**config.mk**
```make
export PLATFORM = sky130hd
export DESIGN_NAME = duration_text_to_seconds
export DESIGN_NICKNAME = d
export VERILOG_FILES = /design/src/rtl/core/dtts_pkg.sv /design/src/rtl/core/dtts_parser.sv /design/src/rtl/core/dtts_unit.sv /design/src/rtl/core/dtts_mul.sv /design/src/rtl/core/duration_text_to_seconds.sv
export SDC_FILE = /design/constraint.sdc
export NUM_CORES = 2
export LEC_CHECK = 0
export BUFFER_PORTS_ARGS = -buffer_cell sky130_fd_sc_hd__buf_2
export CAP_MARGIN = 20
export CELL_PAD_IN_SITES_DETAIL_PLACEMENT = 1
export CELL_PAD_IN_SITES_GLOBAL_PLACEMENT = 2
export CORE_MARGIN = 4
export CORE_UTILIZATION = 40
export CTS_BUF_LIST = sky130_fd_sc_hd__clkbuf_8
export DETAILED_ROUTE_END_ITERATION = 10
export PLACE_DENSITY_LB_ADDON = 0.1
export SYNTH_ARGS = -nofsm -noshare
export SYNTH_HDL_FRONTEND = slang
export SYNTH_HIERARCHICAL = 1
export SYNTH_SLANG_ARGS = --single-unit
export TNS_END_PERCENT = 10
```
**constraint.sdc**
```tcl
create_clock -name clk -period 6.85 [get_ports clk]
set_input_delay 1.0275 -clock clk [delete_from_list [all_inputs] [get_ports clk]]
set_output_delay 1.0275 -clock clk [all_outputs]
set_load 0.03 [all_outputs]
```
**src/rtl/core/dtts_pkg.sv**
```systemverilog
// ----------------------------------------------------------------------------
// dtts_pkg
// Shared types, codes and the unit word table for the duration text parser.
// ----------------------------------------------------------------------------
package dtts_pkg;

  // Parse phases of the character scanner.
  localparam logic [2:0] PH_LEAD   = 3'd0;
  localparam logic [2:0] PH_SIGN   = 3'd1;
  localparam logic [2:0] PH_DIGITS = 3'd2;
  localparam logic [2:0] PH_MID    = 3'd3;
  localparam logic [2:0] PH_UNIT   = 3'd4;
  localparam logic [2:0] PH_TRAIL  = 3'd5;
  localparam logic [2:0] PH_BAD    = 3'd6;
  localparam logic [2:0] PH_STOP   = 3'd7;

  // Result status codes.
  localparam logic [1:0] ST_OK       = 2'd0;
  localparam logic [1:0] ST_OVERFLOW = 2'd1;
  localparam logic [1:0] ST_FORMAT   = 2'd2;

  // Longest unit word in the table, and the width of a unit factor.
  localparam int UNIT_WORD_MAX = 7;
  localparam int FACTOR_W      = 25;
  localparam int UNIT_COUNT    = 23;

  localparam logic [FACTOR_W-1:0] F_SEC  = 25'd1;
  localparam logic [FACTOR_W-1:0] F_MIN  = 25'd60;
  localparam logic [FACTOR_W-1:0] F_HOUR = 25'd3600;
  localparam logic [FACTOR_W-1:0] F_DAY  = 25'd86400;
  localparam logic [FACTOR_W-1:0] F_WEEK = 25'd604800;
  localparam logic [FACTOR_W-1:0] F_YEAR = 25'd31536000;

  // Unit words, right-aligned with the first letter in the highest used byte.
  localparam logic [8*UNIT_WORD_MAX-1:0] UNIT_TEXT [UNIT_COUNT] = '{
    "s", "m", "h", "d", "w", "y", "hr",
    "sec", "min", "hrs", "day", "wks", "yrs",
    "secs", "hour", "days", "week", "year",
    "hours", "weeks", "years", "second", "seconds"
  };

  localparam logic [3:0] UNIT_LEN [UNIT_COUNT] = '{
    4'd1, 4'd1, 4'd1, 4'd1, 4'd1, 4'd1, 4'd2,
    4'd3, 4'd3, 4'd3, 4'd3, 4'd3, 4'd3,
    4'd4, 4'd4, 4'd4, 4'd4, 4'd4,
    4'd5, 4'd5, 4'd5, 4'd6, 4'd7
  };

  localparam logic [FACTOR_W-1:0] UNIT_FACTOR [UNIT_COUNT] = '{
    F_SEC, F_MIN, F_HOUR, F_DAY, F_WEEK, F_YEAR, F_HOUR,
    F_SEC, F_MIN, F_HOUR, F_DAY, F_WEEK, F_YEAR,
    F_SEC, F_HOUR, F_DAY, F_WEEK, F_YEAR,
    F_HOUR, F_WEEK, F_YEAR, F_SEC, F_SEC
  };

  typedef logic [UNIT_WORD_MAX-1:0][7:0] letter_row_t;

  // Parser state captured on the last character of a text.
  typedef struct packed {
    logic [2:0]  phase;
    logic [63:0] acc;
    logic        ovf;
    logic        minus;
    letter_row_t letters;
    logic [3:0]  count;
  } snap_t;

  // Signed base value, factor and early status after the unit lookup.
  typedef struct packed {
    logic [1:0]          status;
    logic [63:0]         base;
    logic [FACTOR_W-1:0] factor;
  } scaled_t;

  // Partial products of base times factor.
  typedef struct packed {
    logic [1:0]             status;
    logic [FACTOR_W+31:0]   lo;
    logic [FACTOR_W+31:0]   hi;
  } partial_t;

  // Looks up the unit word; zero means the word is unknown.
  function automatic logic [FACTOR_W-1:0] unit_factor(input letter_row_t letters,
                                                     input logic [3:0] count);
    logic [FACTOR_W-1:0]          f;
    logic                         hit;
    logic [8*UNIT_WORD_MAX-1:0]   aligned;
    f = '0;
    if (count == 4'd0) begin
      f = F_SEC;
    end else begin
      for (int i = 0; i < UNIT_COUNT; i++) begin
        aligned = UNIT_TEXT[i] << (8 * (UNIT_WORD_MAX - int'(UNIT_LEN[i])));
        hit = (count == UNIT_LEN[i]);
        for (int j = 0; j < UNIT_WORD_MAX; j++) begin
          if ((j < int'(UNIT_LEN[i])) &&
              (letters[j] != aligned[8*(UNIT_WORD_MAX-1-j) +: 8])) begin
            hit = 1'b0;
          end
        end
        if (hit) begin
          f = UNIT_FACTOR[i];
        end
      end
    end
    return f;
  endfunction

endpackage

```
**src/rtl/core/dtts_parser.sv**
```systemverilog
// ----------------------------------------------------------------------------
// dtts_parser
// Character scanner: one character per cycle when in_ready; captures the parse
// state on the last character of a text and restarts for the next text.
// ----------------------------------------------------------------------------
module dtts_parser #(
  parameter int MAX_UNIT_LEN = 7
) (
  input  logic                 clk,
  input  logic                 rst,
  input  logic                 in_valid,
  output logic                 in_ready,
  input  logic [7:0]           character,
  input  logic                 end_of_text,
  output logic                 snap_valid,
  input  logic                 snap_ready,
  output dtts_pkg::snap_t      snap
);

  localparam int LIDX_W = (MAX_UNIT_LEN > 1) ? $clog2(MAX_UNIT_LEN) : 1;

  logic [2:0]  phase;
  logic [63:0] acc;
  logic        ovf;
  logic        minus;
  logic [3:0]  count;
  logic [7:0]  letters [MAX_UNIT_LEN];

  logic [2:0]  phase_next;
  logic [63:0] acc_next;
  logic        ovf_next;
  logic        minus_next;
  logic [3:0]  count_next;
  logic        wr_en;
  logic [7:0]  wr_char;
  logic [LIDX_W-1:0] wr_idx;

  logic        is_ws, is_upper, is_letter, is_digit, accept, halted;
  logic [67:0] mac;
  logic        mac_ovf;
  dtts_pkg::letter_row_t row_next;

  assign accept   = in_valid && in_ready;
  assign in_ready = !snap_valid || snap_ready;

  // Character classes.
  assign is_ws     = (character == 8'd32) || (character >= 8'd9 && character <= 8'd13);
  assign is_upper  = (character >= 8'd65) && (character <= 8'd90);
  assign is_letter = is_upper || ((character >= 8'd97) && (character <= 8'd122));
  assign is_digit  = (character >= 8'd48) && (character <= 8'd57);
  assign halted    = ovf || (phase == dtts_pkg::PH_BAD) || (phase == dtts_pkg::PH_STOP);

  // Accumulator times ten plus the digit; any bit above 63 is an overflow.
  assign mac = {1'b0, acc, 3'b000} + {3'b000, acc, 1'b0} +
               {64'd0, character[3:0] - 4'd0};
  assign mac_ovf = |mac[67:64];

  assign wr_char = character | 8'h20;
  assign wr_idx  = count[LIDX_W-1:0];

  // Next parse state for the current character.
  always_comb begin
    phase_next = phase;
    acc_next   = acc;
    ovf_next   = ovf;
    minus_next = minus;
    count_next = count;
    wr_en      = 1'b0;
    if (!halted) begin
      if (character == 8'd0) begin
        if (phase == dtts_pkg::PH_LEAD || phase == dtts_pkg::PH_SIGN) begin
          phase_next = dtts_pkg::PH_BAD;
        end else begin
          phase_next = dtts_pkg::PH_STOP;
        end
      end else begin
        case (phase)
          dtts_pkg::PH_LEAD: begin
            if (is_ws) begin
              phase_next = phase;
            end else if (character == 8'd43 || character == 8'd45) begin
              minus_next = (character == 8'd45);
              phase_next = dtts_pkg::PH_SIGN;
            end else if (is_digit) begin
              if (mac_ovf) ovf_next = 1'b1;
              else acc_next = mac[63:0];
              phase_next = dtts_pkg::PH_DIGITS;
            end else begin
              phase_next = dtts_pkg::PH_BAD;
            end
          end
          dtts_pkg::PH_SIGN: begin
            if (is_digit) begin
              if (mac_ovf) ovf_next = 1'b1;
              else acc_next = mac[63:0];
              phase_next = dtts_pkg::PH_DIGITS;
            end else begin
              phase_next = dtts_pkg::PH_BAD;
            end
          end
          dtts_pkg::PH_DIGITS, dtts_pkg::PH_MID: begin
            if (phase == dtts_pkg::PH_DIGITS && is_digit) begin
              if (mac_ovf) ovf_next = 1'b1;
              else acc_next = mac[63:0];
            end else if (is_ws) begin
              phase_next = dtts_pkg::PH_MID;
            end else if (is_letter) begin
              // The unit word always starts empty here.
              phase_next = dtts_pkg::PH_UNIT;
              wr_en      = 1'b1;
              count_next = count + 4'd1;
            end else begin
              phase_next = dtts_pkg::PH_BAD;
            end
          end
          dtts_pkg::PH_UNIT: begin
            if (is_letter) begin
              if (count >= 4'(MAX_UNIT_LEN)) begin
                phase_next = dtts_pkg::PH_BAD;
              end else begin
                wr_en      = 1'b1;
                count_next = count + 4'd1;
              end
            end else if (is_ws) begin
              phase_next = dtts_pkg::PH_TRAIL;
            end else begin
              phase_next = dtts_pkg::PH_BAD;
            end
          end
          dtts_pkg::PH_TRAIL: begin
            if (!is_ws) phase_next = dtts_pkg::PH_BAD;
          end
          default: begin
            phase_next = dtts_pkg::PH_BAD;
          end
        endcase
      end
    end
  end

  // Unit letters as they stand after this character.
  always_comb begin
    for (int j = 0; j < dtts_pkg::UNIT_WORD_MAX; j++) begin
      if (wr_en && wr_idx == LIDX_W'(j)) row_next[j] = wr_char;
      else row_next[j] = letters[j];
    end
  end

  // Parser state; the last character of a text restarts it.
  always_ff @(posedge clk) begin
    if (rst) begin
      phase <= dtts_pkg::PH_LEAD;
      acc   <= '0;
      ovf   <= 1'b0;
      minus <= 1'b0;
      count <= '0;
    end else if (accept) begin
      if (end_of_text) begin
        phase <= dtts_pkg::PH_LEAD;
        acc   <= '0;
        ovf   <= 1'b0;
        minus <= 1'b0;
        count <= '0;
      end else begin
        phase <= phase_next;
        acc   <= acc_next;
        ovf   <= ovf_next;
        minus <= minus_next;
        count <= count_next;
      end
    end
  end

  // Unit letter store.
  always_ff @(posedge clk) begin
    if (accept && wr_en) begin
      letters[wr_idx] <= wr_char;
    end
  end

  // Captured state for the result stages.
  always_ff @(posedge clk) begin
    if (rst) begin
      snap_valid <= 1'b0;
    end else if (accept && end_of_text) begin
      snap_valid <= 1'b1;
    end else if (snap_ready) begin
      snap_valid <= 1'b0;
    end
  end

  always_ff @(posedge clk) begin
    if (accept && end_of_text) begin
      snap.phase   <= phase_next;
      snap.acc     <= acc_next;
      snap.ovf     <= ovf_next;
      snap.minus   <= minus_next;
      snap.letters <= row_next;
      snap.count   <= count_next;
    end
  end

endmodule

```
**src/rtl/core/dtts_unit.sv**
```systemverilog
// ----------------------------------------------------------------------------
// dtts_unit
// Unit word lookup, sign handling and early status for a finished text.
// ----------------------------------------------------------------------------
module dtts_unit (
  input  logic                 clk,
  input  logic                 rst,
  input  logic                 snap_valid,
  output logic                 snap_ready,
  input  dtts_pkg::snap_t      snap,
  output logic                 scl_valid,
  input  logic                 scl_ready,
  output dtts_pkg::scaled_t    scl
);

  logic [dtts_pkg::FACTOR_W-1:0] factor;
  logic [1:0]                    status;
  logic                          accept;

  assign snap_ready = !scl_valid || scl_ready;
  assign accept     = snap_valid && snap_ready;
  assign factor     = dtts_pkg::unit_factor(snap.letters, snap.count);

  // Digit overflow wins over any format error.
  always_comb begin
    if (snap.ovf) begin
      status = dtts_pkg::ST_OVERFLOW;
    end else if (snap.phase == dtts_pkg::PH_LEAD || snap.phase == dtts_pkg::PH_SIGN ||
                 snap.phase == dtts_pkg::PH_BAD) begin
      status = dtts_pkg::ST_FORMAT;
    end else if (factor == '0) begin
      status = dtts_pkg::ST_FORMAT;
    end else begin
      status = dtts_pkg::ST_OK;
    end
  end

  always_ff @(posedge clk) begin
    if (rst) begin
      scl_valid <= 1'b0;
    end else if (accept) begin
      scl_valid <= 1'b1;
    end else if (scl_ready) begin
      scl_valid <= 1'b0;
    end
  end

  // A minus sign negates modulo 2^64.
  always_ff @(posedge clk) begin
    if (accept) begin
      scl.status <= status;
      scl.base   <= snap.minus ? (64'd0 - snap.acc) : snap.acc;
      scl.factor <= factor;
    end
  end

endmodule

```
**src/rtl/core/dtts_mul.sv**
```systemverilog
// ----------------------------------------------------------------------------
// dtts_mul
// Multiplies the base by the unit factor in two 32-bit halves, then joins the
// halves and checks the product for overflow.
// ----------------------------------------------------------------------------
module dtts_mul (
  input  logic                 clk,
  input  logic                 rst,
  input  logic                 scl_valid,
  output logic                 scl_ready,
  input  dtts_pkg::scaled_t    scl,
  output logic                 res_valid,
  input  logic                 res_ready,
  output logic [1:0]           res_status,
  output logic [63:0]          res_seconds
);

  dtts_pkg::partial_t part;
  logic               accept;
  logic [64:0]        sum;
  logic               prod_ovf;

  assign scl_ready = !res_valid || res_ready;
  assign accept    = scl_valid && scl_ready;

  always_ff @(posedge clk) begin
    if (rst) begin
      res_valid <= 1'b0;
    end else if (accept) begin
      res_valid <= 1'b1;
    end else if (res_ready) begin
      res_valid <= 1'b0;
    end
  end

  // Partial products of the low and high halves.
  always_ff @(posedge clk) begin
    if (accept) begin
      part.status <= scl.status;
      part.lo     <= scl.base[31:0] * scl.factor;
      part.hi     <= scl.base[63:32] * scl.factor;
    end
  end

  // Join the halves; any high product bit above 63 is an overflow.
  assign sum      = {8'd0, part.lo} + {1'b0, part.hi[31:0], 32'd0};
  assign prod_ovf = (|part.hi[dtts_pkg::FACTOR_W+31:32]) || sum[64];

  always_comb begin
    if (part.status != dtts_pkg::ST_OK) begin
      res_status  = part.status;
      res_seconds = '0;
    end else if (prod_ovf) begin
      res_status  = dtts_pkg::ST_OVERFLOW;
      res_seconds = '0;
    end else begin
      res_status  = dtts_pkg::ST_OK;
      res_seconds = sum[63:0];
    end
  end

endmodule

```
**src/rtl/core/duration_text_to_seconds.sv**
```systemverilog
// ----------------------------------------------------------------------------
// duration_text_to_seconds
// Turns a duration text such as "  5 min " into a count of seconds.
// ----------------------------------------------------------------------------
// The block takes one character word per cycle while in_ready is high and
// gives one result word for each text. On the character that carries
// end_of_text the parser captures its state; then the unit stage looks up the
// unit word, the multiply stage forms two 32-bit partial products, and the
// output register holds the joined and checked product. Every stage holds one
// text, so while no stage is held the rate is set by the character scanner at
// one character per cycle, and a new text may start on the cycle after the
// previous one ends. Status is 0 for ok, 1 for overflow and 2 for a malformed
// text; seconds_value is zero unless the status is ok.
// ----------------------------------------------------------------------------
module duration_text_to_seconds #(
  parameter int MAX_UNIT_LEN = 7
) (
  input  logic        clk,
  input  logic        rst,
  input  logic        in_valid,
  output logic        in_ready,
  input  logic [7:0]  character,
  input  logic        end_of_text,
  output logic        out_valid,
  input  logic        out_ready,
  output logic [1:0]  status,
  output logic [63:0] seconds_value
);

  logic                 snap_valid, snap_ready;
  dtts_pkg::snap_t      snap;
  logic                 scl_valid, scl_ready;
  dtts_pkg::scaled_t    scl;
  logic                 res_valid, res_ready;
  logic [1:0]           res_status;
  logic [63:0]          res_seconds;
  logic                 res_accept;

  dtts_parser #(
    .MAX_UNIT_LEN(MAX_UNIT_LEN)
  ) u_parser (
    .clk(clk),
    .rst(rst),
    .in_valid(in_valid),
    .in_ready(in_ready),
    .character(character),
    .end_of_text(end_of_text),
    .snap_valid(snap_valid),
    .snap_ready(snap_ready),
    .snap(snap)
  );

  dtts_unit u_unit (
    .clk(clk),
    .rst(rst),
    .snap_valid(snap_valid),
    .snap_ready(snap_ready),
    .snap(snap),
    .scl_valid(scl_valid),
    .scl_ready(scl_ready),
    .scl(scl)
  );

  dtts_mul u_mul (
    .clk(clk),
    .rst(rst),
    .scl_valid(scl_valid),
    .scl_ready(scl_ready),
    .scl(scl),
    .res_valid(res_valid),
    .res_ready(res_ready),
    .res_status(res_status),
    .res_seconds(res_seconds)
  );

  assign res_ready  = !out_valid || out_ready;
  assign res_accept = res_valid && res_ready;

  // Output register.
  always_ff @(posedge clk) begin
    if (rst) begin
      out_valid <= 1'b0;
    end else if (res_accept) begin
      out_valid <= 1'b1;
    end else if (out_ready) begin
      out_valid <= 1'b0;
    end
  end

  always_ff @(posedge clk) begin
    if (res_accept) begin
      status        <= res_status;
      seconds_value <= res_seconds;
    end
  end

endmodule

```
==> out/metrics.cfg <==
[status]
outcome=finished with violations
violations=setup timing

[critical_path]
crit-reg2reg-launch=u_unit/scl[5]
worstReg2RegEnd=u_mul/part[111]
cp_common_cell=fa_1
worstSetupEndpointType=flip-flop
slowest_stage=fa_1
rr_worst_depth=25
path_max_fanout=13
crit_path_start=u_unit/scl[5]
crit_arrival_ns=8.04
max_stage_delay_ns=0.57
r2r_slack_ns=-0.55
cp.required_ns=7.49
crit_type=flip-flop to flip-flop
start_kind=flip-flop

[pwr]
p_sw_frac=0.4789
peakVddDrop_mv=0.8444
totalPowerFinal_mw=52.20
p_int_mw=27.20
power_frac_clock=0.062
p_switching_mw=25.00
comb_power_share=0.839
p_per_area_nw_per_um2=578.5
p_leak_nw=42.58
seqPwrFrac=0.099

[sta]
rsz0062_at_grt=true
report.final.slew_viol_count=0
max_freq_mhz=135.1
setup_slack_ns=-0.5538
worst_slew_pin_slew_ns=1.157
maxSlewHeadroom=0.2202
post-route-period-util=1.081
fin_skew_ns=0.09902
whs_ns=0.4379
fin_crit_ns=7.404
finalSetupViolCount=50
hold_violations=0

[logic_synthesis]
synth_top_area_cell=fa_1
syn_area_um2=79270
synthTopCellsByArea=fa_1 35%, edfxtp_1 16%, ha_1 8.6%, inv_1 7.4%, and2_1 7.0%
synthAdderAreaFrac=0.4333
avgSynthCellArea_um2=9.637
ys_types=116
ys_seq_area_frac=0.1827
synth_edf_count=431
synthMuxAreaShare=0.02562
synth_flop_cell=edfxtp_1
ys_seq_elements=508
synth_top_family_by_area=adder cells
yosys.area_share.simple=0.1647
synth-compound-area-share=0.07109
yosys.area_share.xor_xnor=0.02541
yosys.area.top_type_share=0.3478
ys_async_sr_fraction=0
yosysWarnings=6
synth_cells=8225

[routing]
routedWlPerCell_um=21.46
wirelength_um=244000
vias=57610
ant_nets=0
dr.first_iter.drc_count=2534
firstDrtPassIters=7
avgViaCountPerCell=5.068
drc=0

[floorplanning]
rows=163
die_w_um=453.2
start_util=0.4019
pin_count=81
coreArea_um2=197200
die_h_um=453.2
dieArea_um2=205400

[hold_path]
holdPathEnd=u_mul/part[115]
hold_path_class=flip-flop to flip-flop
worstHoldPathCells=0
hp-start=u_unit/scl[90]

[global_routing]
grt_pass1_wl_um=384700
first_global_vias=65590
grt_usage=0.2414
grt-ovfl-total=0
grt_antenna_before_repair=6
grt_max_degree=65

[placement]
dpl-instance-area_um2=87580
gp_congestion=0.8664
port_buffers=80
hpwl_um=200600

[final_layout]
design_area_um2=90240
final_layout_size_suffix_gt1_frac=0.1370
num-fill-cells=22160
layout.nets=10570
areaGrowthSynthToFinish_pct=13.84
post-route-util=0.4576

[clock_network]
ctsHoldBuffers=0
cts.clk_slew.worst_paths_ns=0.06
ctsRootBufferMaster=clkbuf_8
cts_inserted_buffers=99
clkSinkCount=508
clk_latency_ns=0.88
h-tree-depth=3
clock_path_buffers=3
cts_tree=yes

[job]
cap_violations=0

-- kinds of logic (layout without fill, tap and decap cells) --
group	Yosys count	after routing
adders and majority gates	1919	1919
and+or+nand+nor	2562	2562
xor gates and xnor gates	230	230
muxes	170	170
DFF	508	508
buffers and inverters	2000	2488
other	2	18
AOI/OAI and AO/OA	834	834
-- power groups by stage --
stage	combinational [mW]	sequential, mW	clock [mW]
finish	43.8	5.18	3.23
global route	48.5	5.20	3.52
CTS	43.7	5.18	3.38
detailed placement	42.0	5.25	0
global placement	41.3	5.24	0
floorplan	23.2	5.13	0
-- timing repair --
action,4_1_cts,5_1_grt
cloned,0,1
pin swaps,45,9
buffers inserted,5,2
endpoints found under the setup margin,63,69
gates resized for setup,80,40
-- critical path: cells and delay by family, from the launching register on --
family	cells	cell delay [ns]
AO/OA/AOI/OAI	7	1.09
AND/OR/NAND/NOR	4	1.15
flip-flops	1	0.38
adder cells (fa/ha/maj)	8	3.81
buffers and inverters	6	0.71
-- worst max path at each step --
stage / endpoint / slack [ns] / cells past startpoint
floorplan: u_mul/part[55] / -0.02 / 27
global placement: u_mul/part[55] / -0.62 / 26
detailed placement: u_mul/part[49] / -0.72 / 25
CTS: u_mul/part[101] / -0.68 / 27
global route: u_mul/part[49] / -0.80 / 27
finish: u_mul/part[111] / -0.55 / 25
-- flip-flops by register name, indices dropped and copies added, names as in the netlist --
| name | cells |
|---|---|
| u_mul/part | 116 |
| u_parser/snap | 122 |
| seconds_value | 64 |
| u_unit/scl_valid | 1 |
| u_parser/acc | 64 |
| u_parser/ovf | 1 |
| out_valid | 1 |
| status | 2 |
| u_parser/count | 4 |
| u_parser/minus | 1 |
| u_parser/snap_valid | 1 |
| u_unit/scl | 78 |
| u_mul/res_valid | 1 |
| u_parser/letters | 49 |
| u_parser/phase | 3 |
-- Yosys cell counts, types with 29 or more instances --
cell type  number
clkbuf_1      394
mux2i_1        69
nand3_1        69
nor3_1         53
a21o_1        103
ha_1          542
dfxtp_1        77
o21a_1         34
o21ai_0       134
and2_1        883
nand4_1        48
inv_1        1555
mux2_4         54
nand2b_1       41
or3_1          30
edfxtp_1      431
xnor2_1       175
o21bai_1       40
nor2b_1        29
xor2_1         55
fa_1         1377
mux2_2         47
a21oi_1       252
nor2_1        166
nand2_1      1085
o31ai_1        35
-- layer usage --
metal / track usage / share of wire
met4: 0.07579 / 0.033
met2: 0.4243 / 0.50
met5: 0 / 0
met3: 0.02027 / 0.025
met1: 0.3155 / 0.44
-- cell type report --
type | instances | area (um2) | share of cell area
clock buffer | 108 | 1486 | 0.01647
multi-input combinational | 5728 | 58020 | 0.6429
sequential | 508 | 14480 | 0.1605
antenna | 5 | 12.51 | 0.0001387
inverter | 1555 | 5839 | 0.06471
timing repair buffer | 750 | 6534 | 0.07241
tap | 2640 | 3303 | 0.03661
clock inverter | 75 | 561.8 | 0.006226
-- layout by cell type (no fill, tap or decap), types with 77 or more instances in the layout --
| cell | count |
|---|---|
| a21o_1 | 103 |
| a21oi_1 | 230 |
| and2_1 | 876 |
| buf_12 | 83 |
| buf_2 | 80 |
| buf_4 | 579 |
| clkbuf_8 | 108 |
| dfxtp_1 | 77 |
| edfxtp_1 | 431 |
| fa_1 | 1360 |
| ha_1 | 520 |
| inv_1 | 1572 |
| nand2_1 | 1079 |
| nor2_1 | 162 |
| o21ai_0 | 120 |
| xnor2_1 | 173 |
-- per-stage QoR --
step | setup slack (ns) | cells | setup TNS (ns)
finish | -0.5538 | 11370 | -14.27
global route | -0.8017 | 11370 | -30.45
CTS | -0.6769 | 11360 | -17.01
detailed placement | -0.7150 | 11170 | -22.89
global placement | -0.6186 | 11170 | -17.95
floorplan | -0.02160 | 8236 | -0.05514
(Power assumes the default switching activity.)
